File: src/hdl/tnnt_pkg.sv
// ----------------------------------------------------------------------------
// tnnt_pkg
// Shared types for the two-nearest-neighbour triangle block.
// ----------------------------------------------------------------------------
package tnnt_pkg;

  localparam int unsigned IdxBits = 6;

  // one command from the loader to the search engine
  typedef struct packed {
    logic       too_few;
    logic [10:0] count;
  } run_cmd_t;

endpackage

File: src/hdl/tnnt_front.sv
// ----------------------------------------------------------------------------
// tnnt_front
// Accepts points, writes the coordinate stores and issues search runs.
// ----------------------------------------------------------------------------
module tnnt_front import tnnt_pkg::*; #(
  parameter int unsigned MAX_POINTS = 64,
  parameter int unsigned COORD_BITS = 16,
  parameter int unsigned AW = $clog2(MAX_POINTS)
) (
  input  logic                  clk_i,
  input  logic                  rst_ni,
  input  logic                  push_i,
  output logic                  full_o,
  input  logic [COORD_BITS-1:0] px_i,
  input  logic [COORD_BITS-1:0] py_i,
  input  logic [COORD_BITS-1:0] pz_i,
  input  logic                  last_point_i,
  output logic                  wr_en_o,
  output logic [AW-1:0]         wr_addr_o,
  output logic [3*COORD_BITS-1:0] wr_data_o,
  output logic                  cmd_valid_o,
  output run_cmd_t              cmd_o,
  input  logic                  cmd_ready_i,
  input  logic                  busy_i
);

  logic [AW:0] cnt_q, cnt_d;
  logic        cmd_valid_q, cmd_valid_d;
  run_cmd_t    cmd_q, cmd_d;
  logic        acc, store;
  logic [AW:0] n;
  logic [COORD_BITS-1:0] sgn;

  assign sgn = {1'b1, {(COORD_BITS-1){1'b0}}};
  assign full_o = cmd_valid_q || busy_i;
  assign acc = push_i && !full_o;
  assign store = acc && (cnt_q < (AW+1)'(MAX_POINTS));
  assign wr_en_o = store;
  assign wr_addr_o = cnt_q[AW-1:0];
  assign wr_data_o = {px_i ^ sgn, py_i ^ sgn, pz_i ^ sgn};
  assign n = store ? cnt_q + 1'b1 : cnt_q;
  assign cmd_valid_o = cmd_valid_q;
  assign cmd_o = cmd_q;

  always_comb begin
    cnt_d = cnt_q;
    cmd_valid_d = cmd_valid_q;
    cmd_d = cmd_q;
    if (cmd_valid_q && cmd_ready_i) begin
      cmd_valid_d = 1'b0;
    end
    if (acc) begin
      cnt_d = n;
      if (last_point_i) begin
        cnt_d = '0;
        cmd_valid_d = 1'b1;
        cmd_d.too_few = n < 3;
        cmd_d.count = 11'(n);
      end
    end
  end

  always_ff @(posedge clk_i or negedge rst_ni) begin
    if (!rst_ni) begin
      cnt_q <= '0;
      cmd_valid_q <= 1'b0;
    end else begin
      cnt_q <= cnt_d;
      cmd_valid_q <= cmd_valid_d;
    end
  end

  always_ff @(posedge clk_i) begin
    cmd_q <= cmd_d;
  end

endmodule

File: config.mk
export PLATFORM = sky130hd
export DESIGN_NAME = tnnt_front
export DESIGN_NICKNAME = d
export VERILOG_FILES = /design/src/hdl/tnnt_pkg.sv /design/src/hdl/tnnt_front.sv
export SDC_FILE = /design/constraint.sdc
export NUM_CORES = 1
export LEC_CHECK = 0
export BUFFER_PORTS_ARGS = -buffer_cell sky130_fd_sc_hd__buf_2
export CAP_MARGIN = 20
export CORE_MARGIN = 2
export CORE_UTILIZATION = 30
export CTS_BUF_LIST = sky130_fd_sc_hd__clkbuf_2
export CTS_CLUSTER_DIAMETER = 150
export DETAILED_ROUTE_END_ITERATION = 8
export GPL_ROUTABILITY_DRIVEN = 0
export PLACE_DENSITY = 0.68
export SETUP_SLACK_MARGIN = 0.15
export SLEW_MARGIN = 20
export SYNTH_ARGS = -nofsm -noshare
export SYNTH_HDL_FRONTEND = slang
export SYNTH_SLANG_ARGS = --single-unit
File: constraint.sdc
create_clock -name clk_i -period 4.1 [get_ports clk_i]
set_input_delay 0.615 -clock clk_i [delete_from_list [all_inputs] [get_ports clk_i]]
set_output_delay 0.615 -clock clk_i [all_outputs]
set_load 0.01 [all_outputs]
==> Yosys cells after proc, flatten, opt, wreduce, memory -nomap -nowiden <==
Index checks and enable logic that the tools add are counted.
{ "word_totals": {"reg_bits": 16, "input_bits": 54, "output_inout_bits": 69, "word_cells": 21} }
{ "op_classes": {"n_addsub": 1, "order_cmp": 2, "mux": 5, "bitwise_logic": 3, "n_reduce_logical": 6} }
{ "ops": {"columns": ["op", "n"], "rows": [
  ["two-way mux 7 bit", 2],
  ["adder 7 x 1 -> 7 bit (second input constant)", 1],
  ["< comparator 7 x 2 -> 1 bit (second input constant)", 1],
  ["< comparator 7 bit (second input constant)", 1],
  ["logical AND 1 bit", 3],
  ["two-way mux 1 bit", 3],
  ["inverter 1 bit", 3],
  ["AND reduction 2 bit", 1],
  ["zero test 1 bit", 1],
  ["logical OR 1 bit", 1]
]} }

==> Depth between registers and ports, before layout <==
{ "depth": {"depth_word": 6, "depth_mapped": 5} }

==> Worst setup path before layout <==
OpenSTA, ideal clock, no wires.
{ "synth_path": {"path_type": "input -> register", "startpoint": "in busy_i", "endpoint": "reg cmd_q (netlist bit cmd_o[11]) (data pin)", "setup_ns": 0.182, "arrival_ns": 1.701, "required_ns": 3.918, "setup_slack_ns": 2.217, "cell_stages": 4, "path_buffers": 0, "cell_sequence": "nor4b_4 nand4_1 mux2i_1 nor4b_1"} }
{ "synth_between": {"elab_chain_len": 6} }
{ "synth_rtl": {"columns": ["element", "line", "source"], "rows": [
  ["start: declaration", "tnnt_front.sv:24", "input logic busy_i"],
  ["logical OR 1 bit", "tnnt_front.sv:35", "assign full_o = cmd_valid_q || busy_i;"],
  ["zero test 1 bit", "tnnt_front.sv:36", "assign acc = push_i && !full_o;"],
  ["logical AND 1 bit", "tnnt_front.sv:36", null],
  ["logical AND 1 bit", "tnnt_front.sv:37", "assign store = acc && (cnt_q < (AW+1)'(MAX_POINTS));"],
  ["two-way mux 7 bit", "tnnt_front.sv:41", "assign n = store ? cnt_q + 1'b1 : cnt_q;"],
  ["< comparator 7 x 2 -> 1 bit", "tnnt_front.sv:57", "cmd_d.too_few = n < 3;"],
  ["end signal: assignment", "tnnt_front.sv:74", "cmd_q <= cmd_d;"],
  ["end: declaration", "tnnt_front.sv:29", "run_cmd_t cmd_q, cmd_d;"]
]} }
Every way passes these cells.
A chain may end at the register's enable or synchronous reset.

==> Final worst setup path <==
{ "layout_path": {"startpoint": "reg cnt_q[6]", "endpoint": "out wr_en_o"} }
{ "layout_between": {"elab_chain_len": 2} }
{ "layout_rtl": {"columns": ["element", "line", "source"], "rows": [
  ["start: declaration", "tnnt_front.sv:27", "logic [AW:0] cnt_q, cnt_d;"],
  ["start signal: assignment", "tnnt_front.sv:68", "cnt_q <= cnt_d;"],
  ["< comparator 7 bit", "tnnt_front.sv:37", null],
  ["logical AND 1 bit", "tnnt_front.sv:37", null],
  ["end: declaration", "tnnt_front.sv:18", "output logic wr_en_o,"]
]} }
Every way passes these cells.

==> impl_metrics.tcl <==
set metrics [dict create \
    status "finished clean" \
    synth_area_leader_cell "buf_4" \
    die_w_um 69.2 \
    die_y_um 69.2 \
    ios 123 \
    synth-compound-area-share_pct 8.24 \
    cp.required_ns 3.48 \
    crit_chain "nor4b_4, buf_2" \
    netlist.area_leader.share_pct 32.4 \
    clockBufferDepth 2 \
    diodes 0 \
    rsz0062_at_grt "no" \
    grt_max_degree 11 \
    crit_path_start_kind "register" \
    wirelength_mm 2.36 \
    cts.clk_slew.worst_paths_ns 0.14 \
    synth.avg_cell_area_sq_um 9.60 \
    finalHoldViolCount 0 \
    dieArea_sq_um 4790 \
    nets 166 \
    synth-seq-area-share_pct 34.5 \
    fin_crit_ns 2.09 \
    core_area_sq_um 4060 \
    grt_overflow 0 \
    clkSinkCount 16 \
    ant_nets 0 \
    clock_latency_ns 0.28 \
    grt_pass1_wl_mm 3.72 \
    wl_per_cell_um 14.7 \
    fin_crit_sh_pct 51.0 \
    grt_pass1_vias 735 \
    crit_type "reg2out" \
    cts_buffers 3 \
    antenna_found_initial 0 \
    grt_use_total_pct 9.81 \
    synthAdderAreaFrac_pct 0.980 \
    final_max_slew_viol_count 0 \
    ir_worst_vdd_mv 0.0736 \
    dr.first_iter.drc_count 44 \
    endpoint_kind "output port" \
    vias 736 \
    crit_fanout 7 \
    cts-resized-gates 0 \
    ys_warn_count 0 \
    fin_skew_ns 0.000762 \
    post_cts_buffers 0 \
    crit_family "simple AND/OR/NAND/NOR gates" \
    max_cap_viol_count 0 \
    leakage_nw 0.514 \
    pre_cts_ws_ns 1.96 \
    synth-simple-area-share_pct 14.1 \
    hp-class "in2async" \
    finalSetupTns_ns 0 \
    timing.final.ws_setup_ns 2.01 \
    synth.top_cells.by_area "buf_4, edfxtp_1, dfrtp_1, xnor2_1, inv_1" \
    port_buffers 28 \
    clock_tree.root_cell "clkbuf_2" \
    hpwlAfterDp_mm 1.94 \
    viasPerCell 4.60 \
    htreeDepth 1 \
    synthMuxAreaShare_pct 1.67 \
    powerDensity_nw_per_um2 328 \
    route.detailed.drc 0 \
    area_growth_pct -15.1 \
    arrival_ns 1.47 \
    firstDrtPassIters 4 \
    synth_xor_area_share_pct 4.80 \
    slowest_delay_ns 0.50 \
    syn_area_sq_um 1280 \
    holdBufCountCts 0 \
    cts_tree "built" \
    std_cell_rows 23 \
    setup_viol 0 \
    cp_slowest_cell "nor4b_4" \
    ys_types 33 \
    critPathBufInv 1 \
    drive_gt1_share_pct 34.5 \
    synth_top_family_by_area "buffers and inverters" \
    max_freq_mhz 478 \
    initial_utilization_pct 31.5 \
    synth_seq_cells 16 \
    netlist_instances 133 \
]
==> worst paths after layout <==
kind / start / slack [ns] / to / cells after the start
max in group asynchronous: rst_ni / 3.79 / cnt_q[1] / 1
hold / removal: rst_ni / 0.14 / cnt_q[2] / 1
min in group clk_i: cmd_ready_i / 0.49 / cmd_valid_o / 2
hold reg to reg: cnt_q[5] / 0.64 / cnt_q[5] / 1
setup / recovery: cnt_q[6] / 2.01 / wr_en_o / 2
setup reg to reg: cnt_q[6] / 2.21 / cmd_o[11] / 4
==> report_power, final <==
group	internal, W	total [W]	switching, W	leakage (nW)
clock	0.0000212	0.0000688	0.0000476	0.0140
combinational	0.0000376	0.0000793	0.0000417	0.321
sequential	0.000184	0.000207	0.0000234	0.180
==> registers in the layout (all words and copies together) (netlist names) <==
signal and cells:
cmd_valid_o 1, cmd_o 8, cnt_q 7
==> synthesized netlist by cell type <==
cell type,n
a21o_2,1
a21oi_1,1
a22o_1,1
a31o_2,1
a41oi_1,2
and2_1,3
and3_1,2
and4_2,1
buf_2,1
buf_4,55
clkbuf_1,2
conb_1,1
dfrtp_1,8
edfxtp_1,8
ha_1,1
inv_1,7
mux2_2,1
mux2i_1,1
nand2_1,5
nand2_4,1
nand2b_1,1
nand4_1,2
nor2_1,5
nor2b_1,2
nor3b_4,1
nor4b_1,1
nor4b_4,1
o21ai_0,5
o311ai_1,1
o31ai_1,3
or4_1,1
xnor2_1,6
xor2_1,1
==> worst reg2reg max path, stage by stage (launching register included) <==
cell,delay (ns)
dfrtp_1,0.47
nor4b_4,0.50
nand4_1,0.25
mux2i_1,0.17
nor4b_1,0.32
==> per-stage QoR <==
| stage | util (%) | area [sq um] | hold slack [ns] | std cells | power [W] |
|---|---|---|---|---|---|
| after global routing | 26.7 | 1080 | 0.126 | 160 | 0.000379 |
| final | 26.7 | 1080 | 0.144 | 160 | 0.000355 |
| after global placement | 26.2 | 1060 | 0.473 | 156 | 0.000289 |
| after CTS | 26.7 | 1080 | 0.142 | 160 | 0.000359 |
| after floorplan | - | 1290 | 0.319 | 136 | 0.000316 |
| after detailed placement | 26.2 | 1060 | 0.476 | 156 | 0.000291 |
==> layer usage <==
metal | global-route usage, % | part of all wire [%]
met1 | 9.30 | 33
met2 | 17.7 | 53
met5 | 0 | 0
met4 | 6.32 | 3.2
met3 | 3.49 | 11
==> layout by cell type, fill, tap and decap left out, drive strengths merged, types with 2 or more instances in the layout <==
master,instances
conb,4
edfxtp,8
dfrtp,8
nand2,6
nor2b,2
a41oi,2
nor4b,2
and3,2
inv,7
nor2,5
buf,28
o31ai,3
xnor2,6
and2,3
nand4,2
clkbuf,3
o21ai,5
==> cells by family (layout without fill, tap and decap cells) <==
| family | after synthesis | in the layout |
|---|---|---|
| AO/OA/AOI/OAI | 15 | 15 |
| adder cells (fa/ha/maj) | 1 | 1 |
| flip-flops | 16 | 16 |
| other | 1 | 4 |
| buffers and inverters | 65 | 39 |
| multiplexers | 2 | 2 |
| AND/OR/NAND/NOR | 26 | 26 |
| XOR/XNOR | 7 | 7 |
==> cell type report <==
cell class              count  area (sq um)
clock buffers               3          15.0
fillers                   421          2970
well taps                  50          62.6
clock inverters             1          3.75
inverters                   7          26.3
flip-flops and latches     16           440
multi-input cells          55           395
repair buffers             28           140
Power figures use the tool's default switching activity.
